**src/rawrs_pkg.sv**
```systemverilog
// shared types and constants for the read-ahead window request splitter
package rawrs_pkg;

   localparam int SECTOR_W = 48;
   localparam int COUNT_W  = 14;
   localparam int DISK_W   = 49;
   localparam int LENGTH_W = 8;
   localparam int WOFF_W   = 7;
   localparam int BOFF_W   = 13;
   localparam int FILL_W   = 8;
   localparam int CSR_IDX_W = 1;

   localparam int WINDOW_SECTORS      = 128;
   localparam int CHUNK_SECTORS       = 128;
   localparam int MAX_REQUEST_SECTORS = 8192;
   localparam int MAX_RESULTS         = 64;
   localparam int MAX_CHUNK_TOTAL     = MAX_RESULTS * CHUNK_SECTORS;
   localparam int QUEUE_DEPTH         = 2;

   localparam logic [DISK_W-1:0] DISK_RESET = '0;
   localparam logic [DISK_W-1:0] SPACE_LIMIT = DISK_W'(1) << SECTOR_W;

   typedef enum logic [CSR_IDX_W-1:0] {
      CSR_DISK_SECTORS   = 1'b0,
      CSR_WINDOW_ENABLED = 1'b1
   } csr_index_type;

   typedef enum logic [1:0] {
      STATUS_HIT    = 2'd0,
      STATUS_REFILL = 2'd1,
      STATUS_DIRECT = 2'd2,
      STATUS_REJECT = 2'd3
   } status_type;

   typedef struct packed {
      logic [SECTOR_W-1:0] start_sector;
      logic [COUNT_W-1:0]  sector_total;
   } req_payload_type;

   typedef struct packed {
      status_type          status;
      logic                dma_issue;
      logic [SECTOR_W-1:0] dma_sector;
      logic [LENGTH_W-1:0] dma_length;
      logic                dma_to_window;
      logic [WOFF_W-1:0]   window_offset;
      logic [BOFF_W-1:0]   buffer_offset;
      logic                last_result;
   } rsp_payload_type;

   // classified request handed from the front to the back
   typedef struct packed {
      status_type          kind;
      logic [SECTOR_W-1:0] lba;
      logic [COUNT_W-1:0]  count;
      logic [WOFF_W-1:0]   woff;
      logic [FILL_W-1:0]   fill;
   } cmd_type;

endpackage

```
**src/rawrs_front.sv**
```systemverilog
// request front: range checks, window lookup and window state update
module rawrs_front (
   input  logic                              clock,
   input  logic                              reset,
   input  logic                              req_valid,
   output logic                              req_stall,
   input  rawrs_pkg::req_payload_type        req_payload,
   input  logic [rawrs_pkg::DISK_W-1:0]      disk_sectors,
   input  logic                              window_enabled,
   output logic                              push_valid,
   input  logic                              push_ready,
   output rawrs_pkg::cmd_type                push_data
);

   typedef enum logic [2:0] {
      ST_IDLE   = 3'b001,
      ST_CHECK  = 3'b010,
      ST_DECIDE = 3'b100
   } state_type;

   state_type state_ff, state_in;

   rawrs_pkg::req_payload_type req_ff;
   logic [rawrs_pkg::DISK_W-1:0]   left_ff;
   logic                           past_end_ff;
   logic                           hit_ff;
   logic [rawrs_pkg::WOFF_W-1:0]   off_ff;

   logic                             window_valid_ff, window_valid_in;
   logic [rawrs_pkg::SECTOR_W-1:0]   window_base_ff, window_base_in;
   logic [rawrs_pkg::FILL_W-1:0]     window_fill_ff, window_fill_in;

   logic [rawrs_pkg::DISK_W-1:0]   disk_clamped;
   logic [rawrs_pkg::DISK_W:0]     left_full;
   logic [rawrs_pkg::SECTOR_W:0]   diff;
   logic [rawrs_pkg::FILL_W-1:0]   off8;
   logic [rawrs_pkg::FILL_W:0]     avail;
   logic                           hit_now;

   logic [rawrs_pkg::COUNT_W-1:0]  count;
   logic                           over_left;
   logic                           use_window;
   logic                           reject;
   logic [rawrs_pkg::FILL_W-1:0]   refill_fill;
   logic                           push_fire;

   // check stage: distance to disk end and offset into the window
   always_comb begin
      disk_clamped = (disk_sectors > rawrs_pkg::SPACE_LIMIT) ? rawrs_pkg::SPACE_LIMIT
                                                             : disk_sectors;
      left_full = {1'b0, disk_clamped} - {2'b00, req_ff.start_sector};
      diff = {1'b0, req_ff.start_sector} - {1'b0, window_base_ff};
      off8 = diff[rawrs_pkg::FILL_W-1:0];
      avail = {1'b0, window_fill_ff} - {1'b0, off8};
      hit_now = window_valid_ff && !diff[rawrs_pkg::SECTOR_W]
             && (diff[rawrs_pkg::SECTOR_W-1:rawrs_pkg::FILL_W] == '0)
             && (off8 < window_fill_ff)
             && (req_ff.sector_total <= {{(rawrs_pkg::COUNT_W-rawrs_pkg::FILL_W-1){1'b0}}, avail});
   end

   // decide stage: classify and build the command
   always_comb begin
      count = req_ff.sector_total;
      over_left = (left_ff[rawrs_pkg::DISK_W-1:rawrs_pkg::COUNT_W] == '0)
               && (count > left_ff[rawrs_pkg::COUNT_W-1:0]);
      use_window = (32'(count) <= rawrs_pkg::WINDOW_SECTORS) && window_enabled;
      reject = (count == '0)
            || (32'(count) > rawrs_pkg::MAX_REQUEST_SECTORS)
            || past_end_ff || over_left
            || (!use_window && (32'(count) > rawrs_pkg::MAX_CHUNK_TOTAL));
      refill_fill = (left_ff > rawrs_pkg::DISK_W'(rawrs_pkg::WINDOW_SECTORS))
                  ? rawrs_pkg::FILL_W'(rawrs_pkg::WINDOW_SECTORS)
                  : left_ff[rawrs_pkg::FILL_W-1:0];

      push_data.lba   = req_ff.start_sector;
      push_data.count = count;
      push_data.woff  = off_ff;
      push_data.fill  = refill_fill;
      priority if (reject) begin
         push_data.kind = rawrs_pkg::STATUS_REJECT;
      end else if (use_window && hit_ff) begin
         push_data.kind = rawrs_pkg::STATUS_HIT;
      end else if (use_window) begin
         push_data.kind = rawrs_pkg::STATUS_REFILL;
      end else begin
         push_data.kind = rawrs_pkg::STATUS_DIRECT;
      end
   end

   assign push_valid = (state_ff == ST_DECIDE);
   assign push_fire  = push_valid && push_ready;
   assign req_stall  = (state_ff != ST_IDLE);

   always_comb begin
      state_in        = state_ff;
      window_valid_in = window_valid_ff;
      window_base_in  = window_base_ff;
      window_fill_in  = window_fill_ff;
      unique case (state_ff)
         ST_IDLE: begin
            if (req_valid) state_in = ST_CHECK;
         end
         ST_CHECK: begin
            state_in = ST_DECIDE;
         end
         ST_DECIDE: begin
            if (push_fire) begin
               state_in = ST_IDLE;
               if (push_data.kind == rawrs_pkg::STATUS_REFILL) begin
                  window_valid_in = 1'b1;
                  window_base_in  = req_ff.start_sector;
                  window_fill_in  = refill_fill;
               end
            end
         end
         default: state_in = ST_IDLE;
      endcase
   end

   always_ff @(posedge clock) begin
      if (reset) begin
         state_ff        <= ST_IDLE;
         window_valid_ff <= 1'b0;
         window_base_ff  <= '0;
         window_fill_ff  <= '0;
      end else begin
         state_ff        <= state_in;
         window_valid_ff <= window_valid_in;
         window_base_ff  <= window_base_in;
         window_fill_ff  <= window_fill_in;
      end
   end

   always_ff @(posedge clock) begin
      if (state_ff == ST_IDLE && req_valid) begin
         req_ff <= req_payload;
      end
      if (state_ff == ST_CHECK) begin
         left_ff     <= left_full[rawrs_pkg::DISK_W-1:0];
         past_end_ff <= left_full[rawrs_pkg::DISK_W] || (left_full[rawrs_pkg::DISK_W-1:0] == '0);
         hit_ff      <= hit_now;
         off_ff      <= off8[rawrs_pkg::WOFF_W-1:0];
      end
   end

endmodule

```
**src/rawrs_queue.sv**
```systemverilog
// short command queue between front and back
module rawrs_queue (
   input  logic               clock,
   input  logic               reset,
   input  logic               push_valid,
   output logic               push_ready,
   input  rawrs_pkg::cmd_type push_data,
   output logic               pop_valid,
   input  logic               pop_ready,
   output rawrs_pkg::cmd_type pop_data
);

   localparam int PTR_W = (rawrs_pkg::QUEUE_DEPTH > 1) ? $clog2(rawrs_pkg::QUEUE_DEPTH) : 1;
   localparam int CNT_W = $clog2(rawrs_pkg::QUEUE_DEPTH + 1);

   rawrs_pkg::cmd_type entry_ff [rawrs_pkg::QUEUE_DEPTH];
   logic [PTR_W-1:0] wr_ptr_ff, wr_ptr_in;
   logic [PTR_W-1:0] rd_ptr_ff, rd_ptr_in;
   logic [CNT_W-1:0] count_ff, count_in;
   logic             do_push, do_pop;

   assign push_ready = (count_ff != CNT_W'(rawrs_pkg::QUEUE_DEPTH));
   assign pop_valid  = (count_ff != '0);
   assign pop_data   = entry_ff[rd_ptr_ff];
   assign do_push    = push_valid && push_ready;
   assign do_pop     = pop_valid && pop_ready;

   always_comb begin
      wr_ptr_in = wr_ptr_ff;
      rd_ptr_in = rd_ptr_ff;
      if (do_push) begin
         wr_ptr_in = (wr_ptr_ff == PTR_W'(rawrs_pkg::QUEUE_DEPTH - 1)) ? '0 : wr_ptr_ff + 1'b1;
      end
      if (do_pop) begin
         rd_ptr_in = (rd_ptr_ff == PTR_W'(rawrs_pkg::QUEUE_DEPTH - 1)) ? '0 : rd_ptr_ff + 1'b1;
      end
      count_in = count_ff + CNT_W'(do_push) - CNT_W'(do_pop);
   end

   always_ff @(posedge clock) begin
      if (reset) begin
         wr_ptr_ff <= '0;
         rd_ptr_ff <= '0;
         count_ff  <= '0;
      end else begin
         wr_ptr_ff <= wr_ptr_in;
         rd_ptr_ff <= rd_ptr_in;
         count_ff  <= count_in;
      end
   end

   always_ff @(posedge clock) begin
      if (do_push) begin
         entry_ff[wr_ptr_ff] <= push_data;
      end
   end

endmodule

```
**src/rawrs_back.sv**
```systemverilog
// result back end: one result beat per cycle while rsp_stall is low, direct requests split into chunks
module rawrs_back (
   input  logic                       clock,
   input  logic                       reset,
   input  logic                       pop_valid,
   output logic                       pop_ready,
   input  rawrs_pkg::cmd_type         pop_data,
   output logic                       rsp_valid,
   input  logic                       rsp_stall,
   output rawrs_pkg::rsp_payload_type rsp_payload
);

   logic                              busy_ff, busy_in;
   rawrs_pkg::cmd_type                cmd_ff;
   logic [rawrs_pkg::SECTOR_W-1:0]    sector_ff;
   logic [rawrs_pkg::COUNT_W-1:0]     remaining_ff;
   logic [rawrs_pkg::BOFF_W-1:0]      done_ff;
   logic                              rsp_valid_ff, rsp_valid_in;
   rawrs_pkg::rsp_payload_type        rsp_ff;

   rawrs_pkg::rsp_payload_type        result;
   logic [rawrs_pkg::COUNT_W-1:0]     chunk;
   logic                              slot_free, emit, emit_last, pop;

   assign slot_free = !rsp_valid_ff || !rsp_stall;
   assign emit      = busy_ff && slot_free;
   assign emit_last = emit && result.last_result;
   assign pop       = pop_valid && (!busy_ff || emit_last);
   assign pop_ready = pop;

   always_comb begin
      chunk = (32'(remaining_ff) > rawrs_pkg::CHUNK_SECTORS)
            ? rawrs_pkg::COUNT_W'(rawrs_pkg::CHUNK_SECTORS) : remaining_ff;
      result = '0;
      result.status      = cmd_ff.kind;
      result.last_result = 1'b1;
      unique case (cmd_ff.kind)
         rawrs_pkg::STATUS_HIT: begin
            result.window_offset = cmd_ff.woff;
         end
         rawrs_pkg::STATUS_REFILL: begin
            result.dma_issue     = 1'b1;
            result.dma_sector    = cmd_ff.lba;
            result.dma_length    = cmd_ff.fill;
            result.dma_to_window = 1'b1;
         end
         rawrs_pkg::STATUS_DIRECT: begin
            result.dma_issue     = 1'b1;
            result.dma_sector    = sector_ff;
            result.dma_length    = chunk[rawrs_pkg::LENGTH_W-1:0];
            result.buffer_offset = done_ff;
            result.last_result   = (32'(remaining_ff) <= rawrs_pkg::CHUNK_SECTORS);
         end
         rawrs_pkg::STATUS_REJECT: begin
            result.last_result = 1'b1;
         end
         default: result.last_result = 1'b1;
      endcase
   end

   always_comb begin
      busy_in = busy_ff;
      if (pop) begin
         busy_in = 1'b1;
      end else if (emit_last) begin
         busy_in = 1'b0;
      end
      rsp_valid_in = emit ? 1'b1 : (rsp_valid_ff && rsp_stall);
   end

   always_ff @(posedge clock) begin
      if (reset) begin
         busy_ff      <= 1'b0;
         rsp_valid_ff <= 1'b0;
      end else begin
         busy_ff      <= busy_in;
         rsp_valid_ff <= rsp_valid_in;
      end
   end

   always_ff @(posedge clock) begin
      if (pop) begin
         cmd_ff       <= pop_data;
         sector_ff    <= pop_data.lba;
         remaining_ff <= pop_data.count;
         done_ff      <= '0;
      end else if (emit) begin
         sector_ff    <= sector_ff + rawrs_pkg::SECTOR_W'(chunk);
         remaining_ff <= remaining_ff - chunk;
         done_ff      <= done_ff + rawrs_pkg::BOFF_W'(chunk);
      end
      if (emit) begin
         rsp_ff <= result;
      end
   end

   assign rsp_valid   = rsp_valid_ff;
   assign rsp_payload = rsp_ff;

endmodule

```
**src/readahead_window_request_splitter_core.sv**
```systemverilog
// read-ahead window request splitter, top level
// The front takes a request beat through capture, range and window check, and
// classify; a window hit, window refill or reject then leaves as a single result
// beat, while a direct request leaves as ceil(sector_total / 128) chunk beats, one
// per cycle while rsp_stall is low. A two-entry command queue lets the front
// classify the next request while the back is still emitting chunks, so the rate
// of short requests is set by the front's check sequence, that of long requests by
// their chunk count. Window state lives in the front, updated when a refill is pushed.
// Configuration: index 0 is disk_sectors (49 bits, values past 2^48 act as 2^48),
// index 1 is window_enabled (bit 0); write only while no request is in flight.
module readahead_window_request_splitter_core (
   input  logic                                 clock,
   input  logic                                 reset,
   input  logic                                 req_valid,
   output logic                                 req_stall,
   input  rawrs_pkg::req_payload_type           req_payload,
   output logic                                 rsp_valid,
   input  logic                                 rsp_stall,
   output rawrs_pkg::rsp_payload_type           rsp_payload,
   input  logic                                 csr_write_en,
   input  logic [rawrs_pkg::CSR_IDX_W-1:0]      csr_index,
   input  logic [rawrs_pkg::DISK_W-1:0]         csr_wdata
);

   logic [rawrs_pkg::DISK_W-1:0] disk_sectors_ff;
   logic                         window_enabled_ff;

   logic               push_valid, push_ready;
   rawrs_pkg::cmd_type push_data;
   logic               pop_valid, pop_ready;
   rawrs_pkg::cmd_type pop_data;

   always_ff @(posedge clock) begin
      if (reset) begin
         disk_sectors_ff   <= rawrs_pkg::DISK_RESET;
         window_enabled_ff <= 1'b1;
      end else if (csr_write_en) begin
         unique case (rawrs_pkg::csr_index_type'(csr_index))
            rawrs_pkg::CSR_DISK_SECTORS:   disk_sectors_ff   <= csr_wdata;
            rawrs_pkg::CSR_WINDOW_ENABLED: window_enabled_ff <= csr_wdata[0];
            default: ;
         endcase
      end
   end

   rawrs_front u_front (
      .clock          (clock),
      .reset          (reset),
      .req_valid      (req_valid),
      .req_stall      (req_stall),
      .req_payload    (req_payload),
      .disk_sectors   (disk_sectors_ff),
      .window_enabled (window_enabled_ff),
      .push_valid     (push_valid),
      .push_ready     (push_ready),
      .push_data      (push_data)
   );

   rawrs_queue u_queue (
      .clock      (clock),
      .reset      (reset),
      .push_valid (push_valid),
      .push_ready (push_ready),
      .push_data  (push_data),
      .pop_valid  (pop_valid),
      .pop_ready  (pop_ready),
      .pop_data   (pop_data)
   );

   rawrs_back u_back (
      .clock       (clock),
      .reset       (reset),
      .pop_valid   (pop_valid),
      .pop_ready   (pop_ready),
      .pop_data    (pop_data),
      .rsp_valid   (rsp_valid),
      .rsp_stall   (rsp_stall),
      .rsp_payload (rsp_payload)
   );

   // front takes one request at a time
   assert property (@(posedge clock) disable iff (reset)
      (req_valid && !req_stall) |=> req_stall)
      else $error("front accepted back-to-back requests");

   assert property (@(posedge clock) disable iff (reset)
      (rsp_valid && rsp_payload.status == rawrs_pkg::STATUS_REJECT) |->
         (rsp_payload.last_result && !rsp_payload.dma_issue))
      else $error("reject beat not final or carries dma");

   assert property (@(posedge clock) disable iff (reset)
      (rsp_valid && rsp_payload.dma_issue) |->
         (rsp_payload.dma_length != '0 &&
          32'(rsp_payload.dma_length) <= rawrs_pkg::CHUNK_SECTORS))
      else $error("dma beat with bad length");

   assert property (@(posedge clock) disable iff (reset)
      (rsp_valid && rsp_payload.dma_to_window) |->
         (rsp_payload.status == rawrs_pkg::STATUS_REFILL))
      else $error("window fill outside a refill beat");

endmodule

```
**config.mk**
```make
export PLATFORM = sky130hd
export DESIGN_NAME = readahead_window_request_splitter_core
export DESIGN_NICKNAME = d
export VERILOG_FILES = /design/src/rawrs_pkg.sv /design/src/rawrs_front.sv /design/src/rawrs_queue.sv /design/src/rawrs_back.sv /design/src/readahead_window_request_splitter_core.sv
export SDC_FILE = /design/constraint.sdc
export NUM_CORES = 1
export LEC_CHECK = 0
export BUFFER_PORTS_ARGS = -buffer_cell sky130_fd_sc_hd__buf_4
export CAP_MARGIN = 20
export CORE_AREA = 5 5 305 307
export DETAILED_ROUTE_END_ITERATION = 10
export DIE_AREA = 0 0 310 312
export HOLD_SLACK_MARGIN = 0.12
export PLACE_DENSITY = 0.6
export SYNTH_ARGS = -nofsm -noshare
export SYNTH_HDL_FRONTEND = slang
export SYNTH_SLANG_ARGS = --single-unit
```
**constraint.sdc**
```tcl
create_clock -name clock -period 12.23 [get_ports clock]
set_input_delay 1.223 -clock clock [delete_from_list [all_inputs] [get_ports clock]]
set_output_delay 1.223 -clock clock [all_outputs]
set_load 0.005 [all_outputs]
```
* Yosys cells after proc, flatten, opt, wreduce, memory -nomap -nowiden
Memory sizes are Yosys's and may differ from the RTL's. A register that Yosys moved wholly into a read port is not among the register bits.
Index checks and enable logic that the tools add are counted.
** Operators by class
- Add/subtract/negate cells :: 10
- $lt $le $gt $ge :: 9
- Eq/ne operators :: 10
- Muxes and demuxes :: 25
- Bitwise logic cells :: 1
- Reduce and logical (&&, ||, !) cells :: 39
** Operators with widths (number)
- $pmux 57 s2 :: 1
- $mux 48 :: 2
- $sub 49x48->50 :: 1
- $gt 49x49->1 const B :: 1
- $gt 49x8->1 const B :: 1
- $logic_not 49->1 :: 1
- $mux 49 :: 1
- $sub 48x48->49 :: 1
- $add 48x14->48 :: 1
- $mux 14 :: 3
- $logic_not 40->1 :: 1
- $logic_not 35->1 :: 1
- $le 14x8->1 const B :: 2
- $logic_and 1x1->1 :: 15
- $gt 14x14->1 :: 1
- $gt 14x14->1 const B :: 1
- $gt 14x8->1 const B :: 1
- $le 14x9->1 :: 1
- $logic_not 14->1 :: 1
- $sub 14x14->14 :: 1
- $add 13x13->13 :: 1
- $mux 1 :: 11
- $pmux 3 s3 :: 1
- $sub 8x8->9 :: 1
- other kinds (21) :: 42
** Storage, ports and cells
- Bits in registers :: 457
- Bits in writable memories :: 158
- Bits of input ports :: 117
- Output and inout bits :: 83
- Logic and storage cells :: 127
- Memories :: 1
** Memory list
- u_queue.entry_ff :: depth 2, bits a word 79, read ports 1, clocked after Yosys merged registers in 1, write ports 1, RTL line rawrs_queue.sv:16 : rawrs_pkg::cmd_type entry_ff [rawrs_pkg::QUEUE_DEPTH];

* Logic depth before layout (Yosys ltp)
Gate-level depths: netlist (run 1).
- Word-level depth :: 9
- Mapped depth :: 25
- Mapped depth without buffers :: 25

* By module
A second synthesis (run 1) with hierarchy kept.
** Unflattened totals
- Cells, all modules :: 3110
- Area total of the unflattened synthesis :: 33291.9 um2
** Modules (own cells, without submodules)
- rawrs_front :: instances 1, cells an instance 1645, area an instance 13923.4 um2, seq. area each 4804.6 um2
- rawrs_back :: instances 1, cells an instance 964, area an instance 11035.6 um2, seq. area each 6546.3 um2
- rawrs_queue :: instances 1, cells an instance 275, area an instance 5993.2 um2, seq. area each 4844.6 um2
- readahead_window_request_splitter_core :: instances 1, cells an instance 226, area an instance 2339.7 um2, seq. area each 1001.0 um2

* Least setup slack after synthesis (run 1)
Ideal clock, no wire load.
- Path kind :: reg-to-reg
- Start point :: reg u_back.remaining_ff[2] in the netlist's numbering
- End point :: reg u_queue.count_ff[1]
- Library setup time :: 128 ps
- Data arrival time :: 5384 ps
- Required time :: 12102 ps
- Setup slack :: 6719 ps
- Stages on the path, launching flop included :: 18
- Path buffers :: 2
- Period minus slack after synthesis :: 5511 ps
- Cell sequence :: edfxtp_1 nor3_1 nand2_1 o31ai_1 nand2_1 nand2_1 nand2_1 nand2_1 o21ai_1 inv_2 clkbuf_1 clkbuf_1 ha_1 inv_1 ha_1 xor2_1 xnor2_1 nor2_1
** RTL lines
- start, declared :: RTL line rawrs_back.sv:16 : logic [rawrs_pkg::COUNT_W-1:0] remaining_ff;
- start signal, assigned :: RTL line rawrs_back.sv:85 : remaining_ff <= pop_data.count;
- start signal, assigned :: RTL line rawrs_back.sv:89 : remaining_ff <= remaining_ff - chunk;
- end signal, assigned :: RTL line rawrs_queue.sv:48 : count_ff <= count_in;
- end, declared :: RTL line rawrs_queue.sv:19 : logic [CNT_W-1:0] count_ff, count_in;

* Worst setup path in the final report (run 1)
- Start point :: reg disk_sectors_ff[46] in the netlist's numbering
- End point :: reg u_front.past_end_ff (data pin)
** On the way
- Word-level cells in the longest chain between the ends :: 5
** RTL lines
- start, declared :: RTL line readahead_window_request_splitter_core.sv:25 : logic [rawrs_pkg::DISK_W-1:0] disk_sectors_ff;
- start signal, assigned :: RTL line readahead_window_request_splitter_core.sv:35 : disk_sectors_ff <= rawrs_pkg::DISK_RESET;
- start signal, assigned :: RTL line readahead_window_request_splitter_core.sv:39 : rawrs_pkg::CSR_DISK_SECTORS: disk_sectors_ff <= csr_wdata;
- $gt 49x49->1 :: RTL line rawrs_front.sv:49 : disk_clamped = (disk_sectors > rawrs_pkg::SPACE_LIMIT) ? rawrs_pkg::SPACE_LIMIT
- $mux 49 :: RTL line rawrs_front.sv:49
- $sub 49x48->50 :: RTL line rawrs_front.sv:51 : left_full = {1'b0, disk_clamped} - {2'b00, req_ff.start_sector};
- net u_front.left_full (one bit) :: RTL line rawrs_front.sv:34 : logic [rawrs_pkg::DISK_W:0] left_full;
- $logic_not 49->1 :: RTL line rawrs_front.sv:140 : past_end_ff <= left_full[rawrs_pkg::DISK_W] || (left_full[rawrs_pkg::DISK_W-1:0] == '0);
- $logic_or 1x1->1 :: RTL line rawrs_front.sv:140
- end signal, assigned :: RTL line rawrs_front.sv:140
- end, declared :: RTL line rawrs_front.sv:25 : logic past_end_ff;
The timed path passes the listed nets, and every way through them passes these cells.
A chain may end at the register's enable or synchronous reset.

==> results of run 1 <==
synth_stat cells, types with 24 or more instances:
| library cell | count | area [um2] |
|---|---|---|
| edfxtp_1 | 486 | 14590 |
| nand2_1 | 285 | 1070 |
| a21oi_1 | 272 | 1361 |
| nor2_1 | 227 | 852.1 |
| inv_1 | 168 | 630.6 |
| ha_1 | 161 | 2014 |
| o21ai_0 | 139 | 695.7 |
| dfxtp_1 | 130 | 2603 |
| clkbuf_1 | 106 | 397.9 |
| nor2b_1 | 90 | 563.0 |
| and2_1 | 86 | 538.0 |
| xor2_1 | 75 | 656.9 |
| mux2_2 | 71 | 799.5 |
| xnor2_1 | 62 | 543.0 |
| a22oi_1 | 58 | 435.4 |
| a21o_1 | 50 | 375.4 |
| nand4_1 | 43 | 269.0 |
| nand3_1 | 39 | 195.2 |
| nor3_1 | 36 | 180.2 |
| and3_1 | 28 | 175.2 |
| nor4_1 | 27 | 168.9 |
| mux2i_1 | 24 | 240.2 |
stage by stage:
stage          setup WS, ns  hold WS (ns)  total power, mW
6_report              5.900        0.4344            6.680
3_3_place_gp          5.991        0.4261            4.717
2_1_floorplan         6.719        0.4215            4.128
3_5_place_dp          5.982        0.4330            4.736
4_1_cts               5.872        0.4323            6.765
5_1_grt               5.486        0.4348            7.059
where the power goes:
part           leakage [nW]  internal, mW  switching [mW]
Sequential             5.56          2.79           0.230
Combinational          6.94         0.654            1.00
Clock                  1.06          1.16           0.836
Total                  13.6          4.61            2.07
critical path, cell delays in order, from the launching register on:
cell and delay [ns]:
dfxtp_1 0.32, nor4_1 0.66, nand4_1 0.26, o31ai_4 0.63, buf_4 0.34, and2_1 0.17
ha_1 0.22, o21ai_1 0.16, a211oi_1 0.31, o21ai_0 0.24, a2111oi_0 0.88, o21ai_1 0.36
o31ai_1 0.52, nor3_1 0.14, or4_1 0.53, nor3_1 0.19, o2111ai_1 0.14, nand2_1 0.09
logic make-up (layout without fill, tap and decap cells):
group                      count (synthesis)  in the layout  share of synthesized area (%)
and+or+nand+nor                          929            929                          14.40
AOI/OAI and AO/OA                        673            673                          13.14
DFF                                      616            616                          55.03
buffers and inverters                    288            514                          3.475
adders and majority gates                166            166                          6.767
xor gates and xnor gates                 137            137                          3.840
muxes                                     95             95                          3.327
other                                      2             12                        0.02403
registers in the layout, summed over array words and instances, names as in the netlist, 2 cells and up, named ones only:
register	count
u_back.remaining_ff	14
u_front.push_data	48
u_queue.count_ff	2
u_front.window_base_ff	48
u_back.sector_ff	48
u_front.state_ff	3
u_queue.entry_ff	158
u_back.cmd_ff	65
u_back.done_ff	13
u_front.left_ff	49
disk_sectors_ff	49
u_back.rsp_payload	81
u_front.count	14
u_front.window_fill_ff	8
u_front.off_ff	7
per-layer routing:
metal	vias up	wire (um)	GRT usage (%)
li1	10860	-	-
met1	10510	39590	24.53
met2	522	37010	25.88
met3	107	4475	2.878
met4	0	2028	4.886
met5	-	0	0
final cells by class:
type	instances	area, um2	share of cell area [%]
multi-input cells	2011	13070	36.10
inverters	169	638.1	1.762
diodes	1	2.502	0.006909
clock inverters	30	237.7	0.6564
clock buffers	96	1951	5.386
repair buffers	219	1644	4.539
well taps	1176	1471	4.063
flip-flops and latches	616	17200	47.49
final timing paths:
check | endpoint | slack, ns | startpoint
min reg2reg | u_queue.entry_ff[0][11] | 0.43 | u_front.off_ff[3]
min | u_queue.entry_ff[0][11] | 0.43 | u_front.off_ff[3]
max | u_front.past_end_ff | 5.90 | disk_sectors_ff[46]
max reg2reg | u_front.past_end_ff | 5.90 | disk_sectors_ff[46]
==> flow_metrics.tcl, run 1 <==
set metrics [dict create \
    synth_edf_count 486 \
    layout_commonest_cell "edfxtp_1" \
    area_growth_pct 15.90 \
    antenna_found_initial 0 \
    start_util_pct 34.82 \
    ys_seq_area_share_pct 55.03 \
    cts_made_buffers 70 \
    core-area_um2 89740 \
    slew_viol_final 0 \
    rsz0062_at_grt "no" \
    setup_viol 0 \
    ys_seq_elements 616 \
    hpwlAfterDp_um 61580 \
    relSlewSlack_pct 32.09 \
    cts_resized 0 \
    die_width_um 310 \
    min_period_ns 6.330 \
    fmax_ghz 0.1580 \
    layout-drive-gt1-share_pct 13.34 \
    postSynthCellCount 2906 \
    h-tree-depth 3 \
    startpoint_type "register" \
    cts_root_buf "clkbuf_16" \
    synth_area_per_cell_um2 10.75 \
    dieArea_um2 96720 \
    tightest_slew_ns 1.019 \
    cts_tree "done" \
    drv_cap 0 \
    vdd_drop_max_mv 0.1405 \
    required_ns 12.70 \
    instances_no_fill 4318 \
    clock_path_buffers 3 \
    fp.dieH_um 312 \
    grt_pass1_vias 21480 \
    drtIter0Drc 1584 \
    ys_types 73 \
    cts_setup_buffers 0 \
    avgRoutedWirePerCell_um 19.25 \
    status "completed" \
    end_kind "register" \
    hold_path_class "reg2reg" \
    grt_overflow_total 0 \
    drcViolationCount 0 \
    dr_total_vias 22010 \
    finalHoldViolations 0 \
    whs_path_depth 0 \
    via_per_inst 5.096 \
    nFillCells 8751 \
    nets 3370 \
    final_cell_mix "edfxtp_1 (486), nand2_1 (284), a21oi_1 (272), nor2_1 (227), buf_4 (218)" \
    fin_crit_sh_pct 51.76 \
    final_area_um2 36220 \
    ios 200 \
    ys.flop_type "edfxtp_1" \
    final_util_pct 40.36 \
    fin_skew_ns 0.02437 \
    holdBufCountCts 0 \
    grt_start_max_net_pins 100 \
    clock-sinks 616 \
    clock_latency_ns 0.62 \
    placed_cell_area_um2 34020 \
    crit_arrival_ns 6.80 \
    r2r_cells 17 \
    grt.total_usage_pct 16.83 \
    dp.cells 4190 \
    p_per_area_nw_per_um2 184.4 \
    cp_max_fo 29 \
    p_leak_nw 13.57 \
    firstDrtPassIters 5 \
    tns_ns 0 \
    gp_congestion 0.9174 \
    wl_um 83100 \
    yosysWarnings 0 \
    cts.clk_slew.worst_paths_ns 0.06 \
    path_class "reg2reg" \
    ant_nets 0 \
    grt_pass1_wl_um 127000 \
    syn_area_um2 31250 \
    placementRows 110 \
    io_buffers 199 \
    synth_async_sr_flop_share_pct 0 \
]
Power figures use the tool's default switching activity.
==> run 2: changes to the inputs <==
--- a/config.mk
+++ b/config.mk
@@ -11,7 +11,7 @@
 export DETAILED_ROUTE_END_ITERATION = 10
 export DIE_AREA = 0 0 310 312
 export HOLD_SLACK_MARGIN = 0.12
-export PLACE_DENSITY = 0.6
+export PLACE_DENSITY = 0.62
 export SYNTH_ARGS = -nofsm -noshare
 export SYNTH_HDL_FRONTEND = slang
 export SYNTH_SLANG_ARGS = --single-unit
==> constraint.sdc (replaced) <==
create_clock -name clock -period 5.1 [get_ports clock]
set_input_delay 0.51 -clock clock [delete_from_list [all_inputs] [get_ports clock]]
set_output_delay 0.51 -clock clock [all_outputs]
set_load 0.005 [all_outputs]
==> flow_metrics.tcl, run 2 (synthesized netlist as in run 1, its figures left out) <==
set metrics [dict create \
    status "completed" \
    final_cell_mix "edfxtp_1 (486), buf_4 (432), nand2_1 (284), a21oi_1 (262), nor2_1 (227)" \
    p_sw_mw 5.149 \
    clock_latency_ns 0.63 \
    io_buffers 199 \
    fin_skew_ns 0.02401 \
    nets 3693 \
    p_int_mw 11.69 \
    layout-drive-gt1-share_pct 20.27 \
    setup_viol 0 \
    clock_path_buffers 3 \
    p_per_area_nw_per_um2 425.5 \
    h-tree-depth 3 \
    grt_overflow_total 0 \
    grt_pass1_vias 22780 \
    grt_start_max_net_pins 111 \
    hpwlAfterDp_um 63760 \
    cts_made_buffers 72 \
    path_class "reg2reg" \
    cp_max_fo 2 \
    start_util_pct 34.82 \
    p_seq_share_pct 43.1 \
    p_total_mw 16.84 \
    relSlewSlack_pct 29.53 \
    dieArea_um2 96720 \
    vdd_drop_max_mv 0.3678 \
    crit_arrival_ns 5.34 \
    drcViolationCount 0 \
    end_kind "register" \
    cts_tree "done" \
    fin_crit_sh_pct 95.91 \
    cts.clk_slew.worst_paths_ns 0.06 \
    drv_cap 0 \
    finalHoldViolations 0 \
    p_leak_nw 15.25 \
    antenna_found_initial 0 \
    slew_viol_final 0 \
    power_frac_comb_pct 25.7 \
    placementRows 110 \
    largest_reg_flops 158 \
    dr_total_vias 23140 \
    switching_share_pct 30.58 \
    drtIter0Drc 1614 \
    min_period_ns 4.892 \
    required_ns 5.55 \
    hold_path_class "in2reg" \
    clockPowerShare_pct 31.1 \
    firstDrtPassIters 5 \
    gp_congestion 0.9067 \
    tns_ns 0 \
    layout_commonest_cell "edfxtp_1" \
    grt.total_usage_pct 17.36 \
    area_growth_pct 26.63 \
    regMostFlops "u_queue.entry_ff" \
    core-area_um2 89740 \
    ios 200 \
    clock-sinks 616 \
    timing.hold.ws_ns 0.1686 \
    avgRoutedWirePerCell_um 18.65 \
    cts_root_buf "clkbuf_16" \
    ant_nets 0 \
    die_width_um 310 \
    fp.dieH_um 312 \
    via_per_inst 4.982 \
    grt_pass1_wl_um 131400 \
    wl_um 86640 \
    fmax_ghz 0.2044 \
    startpoint_type "register" \
    tightest_slew_ns 1.057 \
]
## run 2: cell count changes in the layout (fill, tap and decap cells not counted), sizes merged
cell | previous run | this run
bufinv | 2 | 8
clkinvlp | 5 | 3
buf | 218 | 440
clkinv | 20 | 29
clkbuf | 97 | 91
dlygate4sd3 | 0 | 98
## run 2: area by class of cell
class | count | area [um2]
flip-flops and latches | 616 | 17200
multi-input cells | 2011 | 13400
repair buffers | 540 | 4433
inverters | 169 | 638.1
well taps | 1176 | 1471
clock buffers | 89 | 1939
clock inverters | 43 | 488.0
fillers | 8567 | 50170
diodes | 1 | 2.502
## run 2: repair_timing
item / 4_1_cts / 5_1_grt
hold endpoints to repair: 97 / 0
pin swaps: 3 / 36
hold buffers: 98 / 0
cloned: 0 / 2
setup buffers: 0 / 8
endpoints found under the setup margin: 2 / 12
resized for setup: 12 / 56
## run 2: routing by layer
metal  routed length (um)  vias to the layer above  track usage [%]  part of all wire, %
li1                     -                    11520                -                    -
met1                41970                    11000            25.25                   48
met2                38520                      501            26.75                   44
met3                 3636                      120            2.377                  4.2
met4                 2513                        0            5.894                  2.9
met5                    0                        -                0                    0
## run 2: final timing paths
check                                      startpoint                 endpoint  slack (ns)  cells after the start
worst max-delay path            u_front.push_data[29]           u_front.hit_ff        0.21                     25
worst min-delay path                     csr_wdata[4]       disk_sectors_ff[4]        0.17                      3
worst max register to register  u_front.push_data[29]           u_front.hit_ff        0.21                     25
worst min register to register      u_front.off_ff[4]  u_queue.entry_ff[1][12]        0.45                      0
## run 2: worst max-delay path: stages (launching register included)
cell       delay (ns)
edfxtp_1         0.40
inv_2            0.07
ha_2             0.17
inv_1            0.06
fa_2             0.54
inv_1            0.07
ha_4             0.21
nor2b_1          0.12
o21a_1           0.20
o21ai_2          0.19
buf_4            0.14
nand2b_1         0.07
a21oi_2          0.13
xor2_1           0.17
ha_1             0.27
a21oi_2          0.12
nor2b_1          0.05
o21ai_1          0.14
o211a_1          0.16
o211a_1          0.21
nand4_1          0.11
nor4_2           0.32
nand4_1          0.22
a2111oi_2        0.24
nand4_1          0.13
nor4_1           0.19
## run 2: power by group through the flow
stage	logic (mW)	registers [mW]	clock network, mW
floorplan	2.71	7.17	0
global placement	4.19	7.34	0
detailed placement	4.22	7.37	0
CTS	4.31	7.27	5.39
global route	4.81	7.35	5.61
finish	4.33	7.26	5.24
## run 2: stage by stage
| stage | utilization (%) | setup WS, ns | area (um2) | cells |
|---|---|---|---|---|
| 2_1_floorplan | - | 0.1165 | 31290 | 2915 |
| 3_3_place_gp | 39.75 | -0.2324 | 35670 | 4402 |
| 3_5_place_dp | 39.75 | -0.3163 | 35670 | 4402 |
| 4_1_cts | 43.61 | 0.005008 | 39140 | 4632 |
| 5_1_grt | 44.09 | -0.06220 | 39570 | 4644 |
| 6_report | 44.10 | 0.2084 | 39570 | 4645 |
